`src/subset_sum_reachability_macros.svh`:
```
// Assertion helpers for the module that checks its own logic.
`ifndef SUBSET_SUM_REACHABILITY_MACROS_SVH
`define SUBSET_SUM_REACHABILITY_MACROS_SVH

// Same-cycle implication, sampled on the block clock and quiet during reset.
`define SSR_ASSERT_NOW(lbl, ante, cons, msg) \
    lbl: assert property (@(posedge i_clk) disable iff (!i_rst_n) (ante) |-> (cons)) \
        else $error(msg);

// Next-cycle implication, sampled on the block clock and quiet during reset.
`define SSR_ASSERT_NEXT(lbl, ante, cons, msg) \
    lbl: assert property (@(posedge i_clk) disable iff (!i_rst_n) (ante) |=> (cons)) \
        else $error(msg);

`endif

```
`src/ssr_pkg.sv`:
```
package ssr_pkg;

    localparam int WORD_W    = 64;
    localparam int WORD_LSB  = 6;
    localparam int VALUE_W   = 10;
    localparam int Q_W       = VALUE_W - WORD_LSB;
    localparam int S_TDATA_W = 24;
    localparam int M_TDATA_W = 8;

    typedef logic [WORD_W-1:0] t_word;

    // Where the word being shifted in comes from during a sweep.
    typedef enum logic [1:0] {
        SRC_ZERO,
        SRC_HEAD,
        SRC_DELAY,
        SRC_RAM
    } t_src_sel;

    typedef struct packed {
        logic step;
        logic clear;
    } t_ring_ctl;

    typedef struct packed {
        logic                step;
        logic                first;
        logic                top;
        t_src_sel            sel;
        logic [WORD_LSB-1:0] bit_shift;
    } t_merge_ctl;

endpackage

```
`src/ssr_bitmap_ring.sv`:
```
module ssr_bitmap_ring #(
    parameter int WORD_COUNT = 16
) (
    input  logic              i_clk,
    input  logic              i_rst_n,
    input  ssr_pkg::t_ring_ctl i_ctl,
    input  ssr_pkg::t_word    i_tail,
    output ssr_pkg::t_word    o_head
);

    ssr_pkg::t_word r_ring [WORD_COUNT];

    // The bitmap rotates one word per step; word 0 sits at the head between sweeps.
    always_ff @(posedge i_clk) begin
        if (!i_rst_n || i_ctl.clear) begin
            for (int k = 0; k < WORD_COUNT; k++) begin
                r_ring[k] <= (k == 0) ? ssr_pkg::t_word'(1) : '0;
            end
        end else if (i_ctl.step) begin
            for (int k = 0; k < WORD_COUNT - 1; k++) begin
                r_ring[k] <= r_ring[k+1];
            end
            r_ring[WORD_COUNT-1] <= i_tail;
        end
    end

    assign o_head = r_ring[0];

endmodule

```
`src/ssr_hist_ram.sv`:
```
module ssr_hist_ram #(
    parameter int WORD_COUNT = 16,
    parameter int ADDR_W     = 4
) (
    input  logic              i_clk,
    input  logic              i_wr_en,
    input  logic [ADDR_W-1:0] i_wr_addr,
    input  ssr_pkg::t_word    i_wr_data,
    input  logic              i_rd_en,
    input  logic [ADDR_W-1:0] i_rd_addr,
    output ssr_pkg::t_word    o_rd_data
);

    ssr_pkg::t_word r_mem [WORD_COUNT];
    ssr_pkg::t_word r_rd_data;

    always_ff @(posedge i_clk) begin
        if (i_wr_en) begin
            r_mem[i_wr_addr] <= i_wr_data;
        end
        if (i_rd_en) begin
            r_rd_data <= r_mem[i_rd_addr];
        end
    end

    assign o_rd_data = r_rd_data;

endmodule

```
`src/ssr_word_merge.sv`:
```
module ssr_word_merge #(
    parameter int TOP_BITS = 64
) (
    input  logic               i_clk,
    input  ssr_pkg::t_merge_ctl i_ctl,
    input  ssr_pkg::t_word     i_head,
    input  ssr_pkg::t_word     i_ram_data,
    output ssr_pkg::t_word     o_word
);

    localparam ssr_pkg::t_word TOP_MASK =
        ssr_pkg::t_word'({ssr_pkg::WORD_W{1'b1}} >> (ssr_pkg::WORD_W - TOP_BITS));

    ssr_pkg::t_word                   r_delay;
    ssr_pkg::t_word                   r_prev;
    ssr_pkg::t_word                   w_src;
    ssr_pkg::t_word                   w_prev;
    logic [2*ssr_pkg::WORD_W-1:0]     w_pair;
    ssr_pkg::t_word                   w_merged;

    always_comb begin
        case (i_ctl.sel)
            ssr_pkg::SRC_ZERO:  w_src = '0;
            ssr_pkg::SRC_HEAD:  w_src = i_head;
            ssr_pkg::SRC_DELAY: w_src = r_delay;
            ssr_pkg::SRC_RAM:   w_src = i_ram_data;
            default:            w_src = '0;
        endcase
    end

    // The shifted word takes its low bits from the top of the word before it.
    assign w_prev   = i_ctl.first ? '0 : r_prev;
    assign w_pair   = {w_src, w_prev} << i_ctl.bit_shift;
    assign w_merged = i_head | w_pair[2*ssr_pkg::WORD_W-1:ssr_pkg::WORD_W];
    assign o_word   = i_ctl.top ? (w_merged & TOP_MASK) : w_merged;

    always_ff @(posedge i_clk) begin
        if (i_ctl.step) begin
            r_delay <= i_head;
            r_prev  <= w_src;
        end
    end

endmodule

```
`src/subset_sum_reachability.sv`:
```
// Subset-sum reachability. Each input word carries one set element; the block keeps a
// bitmap of the sums from 0 to MAX_SUM that some subset reaches, and on the word marked
// tlast it returns one bit that tells whether the target sum is reachable, then starts a
// new set with only sum zero. The bitmap lives in a ring of 64-bit words that rotates one
// word per cycle while an element is swept; no new element is taken until the sweep of
// the last one is through, and the final element of a set also passes a done state that
// moves the answer into the output register. Earlier bitmap words for the
// word-aligned part of the shift come from a small history RAM of the same depth as the
// ring. A waiting answer does not hold up the next set; only a second answer does.
`include "subset_sum_reachability_macros.svh"

module subset_sum_reachability #(
    parameter int MAX_SUM = 1023
) (
    input  logic                            i_clk,
    input  logic                            i_rst_n,
    input  logic                            i_s_tvalid,
    output logic                            o_s_tready,
    // element_value [9:0], target_sum [19:10], zero fill [23:20]
    input  logic [ssr_pkg::S_TDATA_W-1:0]   i_s_tdata,
    input  logic                            i_s_tlast,
    output logic                            o_m_tvalid,
    input  logic                            i_m_tready,
    // reachable [0], zero fill [7:1]
    output logic [ssr_pkg::M_TDATA_W-1:0]   o_m_tdata
);

    localparam int WORD_COUNT = MAX_SUM / ssr_pkg::WORD_W + 1;
    localparam int IDX_W      = (WORD_COUNT > 1) ? $clog2(WORD_COUNT) : 1;
    localparam int TOP_BITS   = MAX_SUM % ssr_pkg::WORD_W + 1;

    typedef enum logic [1:0] {
        S_IDLE,
        S_SWEEP,
        S_DONE
    } t_state;

    t_state                         r_state, n_state;
    logic [IDX_W-1:0]               r_cnt;
    logic [ssr_pkg::Q_W-1:0]        r_q;
    logic [ssr_pkg::WORD_LSB-1:0]   r_r;
    logic [ssr_pkg::Q_W-1:0]        r_tw;
    logic [ssr_pkg::WORD_LSB-1:0]   r_tb;
    logic                           r_last;
    logic                           r_hit, n_hit;
    logic                           r_out_valid;
    logic                           r_out_data;

    logic                 w_accept;
    logic                 w_step;
    logic                 w_final;
    logic                 w_load;
    ssr_pkg::t_word       w_head;
    ssr_pkg::t_word       w_new;
    ssr_pkg::t_word       w_ram_data;
    logic [IDX_W-1:0]     w_rd_addr;
    ssr_pkg::t_ring_ctl   w_ring_ctl;
    ssr_pkg::t_merge_ctl  w_merge_ctl;
    ssr_pkg::t_src_sel    w_sel;

    assign o_s_tready = (r_state == S_IDLE);
    assign w_accept   = i_s_tvalid && o_s_tready;
    assign w_step     = (r_state == S_SWEEP);
    assign w_final    = w_step && (int'(r_cnt) == WORD_COUNT - 1);
    assign w_load     = (r_state == S_DONE) && (!r_out_valid || i_m_tready);

    // Word w of the shifted copy needs old word w - q; below q it is all zero.
    always_comb begin
        if (int'(r_cnt) < int'(r_q)) begin
            w_sel = ssr_pkg::SRC_ZERO;
        end else if (r_q == '0) begin
            w_sel = ssr_pkg::SRC_HEAD;
        end else if (int'(r_q) == 1) begin
            w_sel = ssr_pkg::SRC_DELAY;
        end else begin
            w_sel = ssr_pkg::SRC_RAM;
        end
    end

    // The RAM is read one step ahead, so its registered data meets the right step.
    assign w_rd_addr = IDX_W'(int'(r_cnt) + 1 - int'(r_q));

    assign w_ring_ctl.step  = w_step;
    assign w_ring_ctl.clear = w_load;

    assign w_merge_ctl.step      = w_step;
    assign w_merge_ctl.first     = w_step && (r_cnt == '0);
    assign w_merge_ctl.top       = (int'(r_cnt) == WORD_COUNT - 1);
    assign w_merge_ctl.sel       = w_sel;
    assign w_merge_ctl.bit_shift = r_r;

    ssr_bitmap_ring #(
        .WORD_COUNT (WORD_COUNT)
    ) u_ring (
        .i_clk   (i_clk),
        .i_rst_n (i_rst_n),
        .i_ctl   (w_ring_ctl),
        .i_tail  (w_new),
        .o_head  (w_head)
    );

    ssr_hist_ram #(
        .WORD_COUNT (WORD_COUNT),
        .ADDR_W     (IDX_W)
    ) u_hist (
        .i_clk     (i_clk),
        .i_wr_en   (w_step),
        .i_wr_addr (r_cnt),
        .i_wr_data (w_head),
        .i_rd_en   (w_step),
        .i_rd_addr (w_rd_addr),
        .o_rd_data (w_ram_data)
    );

    ssr_word_merge #(
        .TOP_BITS (TOP_BITS)
    ) u_merge (
        .i_clk      (i_clk),
        .i_ctl      (w_merge_ctl),
        .i_head     (w_head),
        .i_ram_data (w_ram_data),
        .o_word     (w_new)
    );

    // A target beyond the bitmap never matches a word, so the answer stays zero.
    always_comb begin
        n_hit = r_hit;
        if (w_accept) begin
            n_hit = 1'b0;
        end else if (w_step && (int'(r_cnt) == int'(r_tw))) begin
            n_hit = w_new[r_tb];
        end
    end

    always_comb begin
        n_state = r_state;
        case (r_state)
            S_IDLE: begin
                if (w_accept) begin
                    n_state = S_SWEEP;
                end
            end
            S_SWEEP: begin
                if (w_final) begin
                    n_state = r_last ? S_DONE : S_IDLE;
                end
            end
            S_DONE: begin
                if (w_load) begin
                    n_state = S_IDLE;
                end
            end
            default: n_state = S_IDLE;
        endcase
    end

    always_ff @(posedge i_clk) begin
        if (!i_rst_n) begin
            r_state     <= S_IDLE;
            r_cnt       <= '0;
            r_hit       <= 1'b0;
            r_out_valid <= 1'b0;
            r_last      <= 1'b0;
        end else begin
            r_state <= n_state;
            r_hit   <= n_hit;
            if (w_accept) begin
                r_cnt  <= '0;
                r_last <= i_s_tlast;
            end else if (w_step) begin
                r_cnt <= r_cnt + 1'b1;
            end
            if (w_load) begin
                r_out_valid <= 1'b1;
            end else if (i_m_tready) begin
                r_out_valid <= 1'b0;
            end
        end
        if (w_accept) begin
            r_q  <= i_s_tdata[ssr_pkg::VALUE_W-1:ssr_pkg::WORD_LSB];
            r_r  <= i_s_tdata[ssr_pkg::WORD_LSB-1:0];
            r_tw <= i_s_tdata[2*ssr_pkg::VALUE_W-1:ssr_pkg::VALUE_W+ssr_pkg::WORD_LSB];
            r_tb <= i_s_tdata[ssr_pkg::VALUE_W+ssr_pkg::WORD_LSB-1:ssr_pkg::VALUE_W];
        end
        if (w_load) begin
            r_out_data <= r_hit;
        end
    end

    assign o_m_tvalid = r_out_valid;
    assign o_m_tdata  = {{(ssr_pkg::M_TDATA_W-1){1'b0}}, r_out_data};

    `SSR_ASSERT_NOW(a_zero_sum_kept, r_state == S_IDLE, w_head[0], "sum zero missing from head word")
    `SSR_ASSERT_NOW(a_cnt_range, r_state == S_SWEEP, int'(r_cnt) < WORD_COUNT, "sweep count out of range")
    `SSR_ASSERT_NOW(a_result_source, $rose(o_m_tvalid), $past(r_state == S_DONE), "word without a set end")

endmodule
```
`config.mk`:
```
export PLATFORM = sky130hd
export DESIGN_NAME = subset_sum_reachability
export DESIGN_NICKNAME = d
export VERILOG_FILES = /design/src/ssr_pkg.sv /design/src/ssr_bitmap_ring.sv /design/src/ssr_hist_ram.sv /design/src/ssr_word_merge.sv /design/src/subset_sum_reachability.sv
export VERILOG_INCLUDE_DIRS = /design/src /design/src/src
export SDC_FILE = /design/constraint.sdc
export NUM_CORES = 2
export LEC_CHECK = 0
export BUFFER_PORTS_ARGS = -buffer_cell sky130_fd_sc_hd__clkbuf_2
export CORE_ASPECT_RATIO = 0.9
export CORE_UTILIZATION = 45
export DETAILED_ROUTE_END_ITERATION = 6
export GPL_TIMING_DRIVEN = 0
export PLACE_DENSITY = 0.63
export SLEW_MARGIN = 20
export SYNTH_ARGS = -nofsm -noshare
export SYNTH_HDL_FRONTEND = slang
export SYNTH_HIERARCHICAL = 1
export SYNTH_SLANG_ARGS = --single-unit
```
`constraint.sdc`:
```
create_clock -name i_clk -period 58.3 [get_ports i_clk]
set_clock_uncertainty 0.1 [all_clocks]
set_input_delay 11.66 -clock i_clk [delete_from_list [all_inputs] [get_ports i_clk]]
set_output_delay 11.66 -clock i_clk [all_outputs]
set_load 0.005 [all_outputs]
```
==> results.md <==
* Status: finished, final reports clean
* Setup bufs post-CTS at 0
* Synthesis Warnings at 6
* Synth cell types at 84
* Worst VDD drop at 0.0000272 V
* H-tree depth at 4
* Final slew viol count at 0
* CTS tree: yes
* Worst EP required at 58,780 ps
* # rows at 162
* Commonest non-fill, non-tap cell in the layout: edfxtp_1
* Cells after synthesis at 5,674
* F_max at 70.1 MHz
* Fin area at 0.112 mm^2
* Num CTS Buffers at 221
* Peak fanout along the critical path at 52
* Mapped cell area at 0.0988 mm^2
* Hold buffer count at CTS at 0
* Initial antenna violation count at 30
* DIE WIDTH at 496 um
* Vias in the first global route at 55,500
* Post-detail-place hpwl at 215 mm
* Relative slew margins at 14.6%
* DR WL/cell at 32.9 um
* Synth top area cells: edfxtp_1 (69%), mux4_2 (9.3%), and4b_1 (6.5%), and3b_1 (3.4%), mux2i_1 (1.4%)
* Clk_lat worst skew at 910 ps
* Clock Path Buffers at 3
* Post-route non-filler standard cell count at 9,114
* Share of layout cells above drive strength 1 at 20.5%
* Routed vias at 57,200
* Die area at 0.221 mm^2
* Worst-path clk slew at 70 ps
* Routability cong. at 1.03
* GRT Util Overall at 27.0%
* CORE AREA at 0.217 mm^2
* Ys async rst share at 0%
* Cts repair resizes at 0
* Inst Count DP at 8,691
* Post-synth top flop: edfxtp_1
* Setup TNS Final at 0 ps
* Vias/cell at 6.28
* Crit path arrival time at 14,740 ps
* P_leak at 40.8 nW
* Sink Count at 2,269
* Crit path time final at 14,260 ps
* Syn-to-layout area delta at 13.4%
* Total power draw at 3.77 mW
* # IOs at 39
* Synthesized area per cell at 17.4 um^2
* Initial Util at 45.5%
* Chip Height at 447 um
* CP Launch Type: primary input
* Worst slew pin tran at 1270 ps
* Worst hold slack at 341 ps
* Routed WL at 299 mm
* Largest net degree at the start of global routing at 100
* Residual DRC at 0
* Port Buffers at 27
* First-pass GRT wire length at 419 mm
* RSZ-0062 raised after global routing: no
* Endpoint class of the critical path: flop
* Area share of the largest cell type after synthesis at 68.7%
* Flops & latches, synth at 2,269
* EDFF count, synth at 2,260
* PwrDens at 33.6 mW/mm^2
* TritonRoute pass-1 iters at 5
* Layout fillers at 17,500
* Nets at 6,084
* Setup CP Type: primary input to flop
* Max cap viols at 0
* Clk root buf: clkbuf_16
* Global route overflow at 0
* Worst Hold Class: flop to flop
* Final Hold Viols at 0
* Post-Place Cell Area at 0.105 mm^2
* Drt first-iter violations at 7,540
* Post-DRT Antenna Nets at 0
* Post-route clock period utilization at 24.5%
* Sequential fraction of the synthesis area at 68.9%
* Commonest non-fill, non-tap cells in the layout: edfxtp_1 (2,260), and4b_1 (639), mux4_2 (410)
* Setup Viol. Count Final at 0
* Area leader, netlist: edfxtp_1
worst paths after layout:
path                                  from                     to  slack [ps]  depth (start not counted)
worst min-delay path                 r_hit             r_out_data         340                          0
worst min register to register       r_hit             r_out_data         340                          0
worst max register to register    r_cnt[1]                  r_hit       51460                         21
worst max-delay path            i_m_tready  u_ring/r_ring[0][418]       44040                         12
per-stage QoR:
step,utilization (%),setup slack (ps)
3_5_place_dp,48.2,43100
6_report,51.6,44040
3_3_place_gp,47.2,15360
5_1_grt,51.6,43850
2_1_floorplan,-,22830
4_1_cts,51.6,44070
per-layer routing:
metal	up-vias	wire length (um)	GRT usage, %
li1	24000	-	-
met4	4	7600	7.18
met3	418	33800	8.86
met5	-	200	0.571
met2	2832	128000	38.5
met1	29900	130000	39.6
final cells by class:
cell class                 instances  area [um^2]  area share [%]
clock inverter                   149         1670            1.49
tap                             2870         3590            3.20
timing repair buffer             141         2140            1.91
antenna                           11         27.5          0.0246
clock buffer                     263         5690            5.08
buffer                           608         3170            2.83
multi-input combinational       2769        27600            24.6
inverter                          34          128           0.114
sequential                      2269        68000            60.7
critical path: stages:
cell      delay (ps)
clkbuf_2          70
nand2b_1         110
nor2b_1          200
buf_4            300
buf_6            270
buf_6            200
or3b_4           490
buf_12           290
buf_16           280
buf_16           290
buf_12           240
buf_12           220
power breakdown:
group | switching [mW] | total (mW) | internal, mW
Combinational | 0.274 | 0.407 | 0.133
Clock | 0.623 | 1.43 | 0.812
Sequential | 0.0320 | 1.93 | 1.89
Total | 0.929 | 3.77 | 2.84
Yosys cell counts (all sizes together) (10+ instances only):
| master | number |
|---|---|
| o22ai | 85 |
| a221oi | 10 |
| mux4 | 415 |
| a211oi | 14 |
| mux2 | 40 |
| edfxtp | 2260 |
| nor2b | 11 |
| nor3 | 23 |
| mux2i | 142 |
| a21oi | 71 |
| inv | 34 |
| a22oi | 153 |
| and2 | 16 |
| a211o | 23 |
| nor2 | 144 |
| nand2b | 15 |
| o211ai | 16 |
| a31oi | 11 |
| and4b | 639 |
| clkbuf | 245 |
| nand2 | 288 |
| nand3 | 21 |
| o21ai | 101 |
| buf | 363 |
| and3b | 384 |
state kept, by name, indices dropped and copies added (netlist names):
register,flops
r_q,4
r_hit,1
r_r,6
u_merge/r_delay,64
u_hist/r_mem,1024
r_out_data,1
o_m_tvalid,1
u_hist/o_rd_data,64
r_cnt,4
u_ring/r_ring,1024
r_state,2
r_tw,4
r_last,1
r_tb,6
u_merge/r_prev,63
logic make-up after synthesis:
| kind of cell | after synthesis | synth area share, % |
|---|---|---|
| simple gates | 1580 | 12.3 |
| compound gates | 566 | 3.91 |
| fa+ha+maj | 11 | 0.155 |
| flops | 2269 | 68.9 |
| mux | 597 | 11.4 |
| other cells | 1 | 0.00380 |
| buf+inv | 642 | 3.32 |
| xor+xnor | 8 | 0.0709 |
Power figures use the tool's default switching activity.
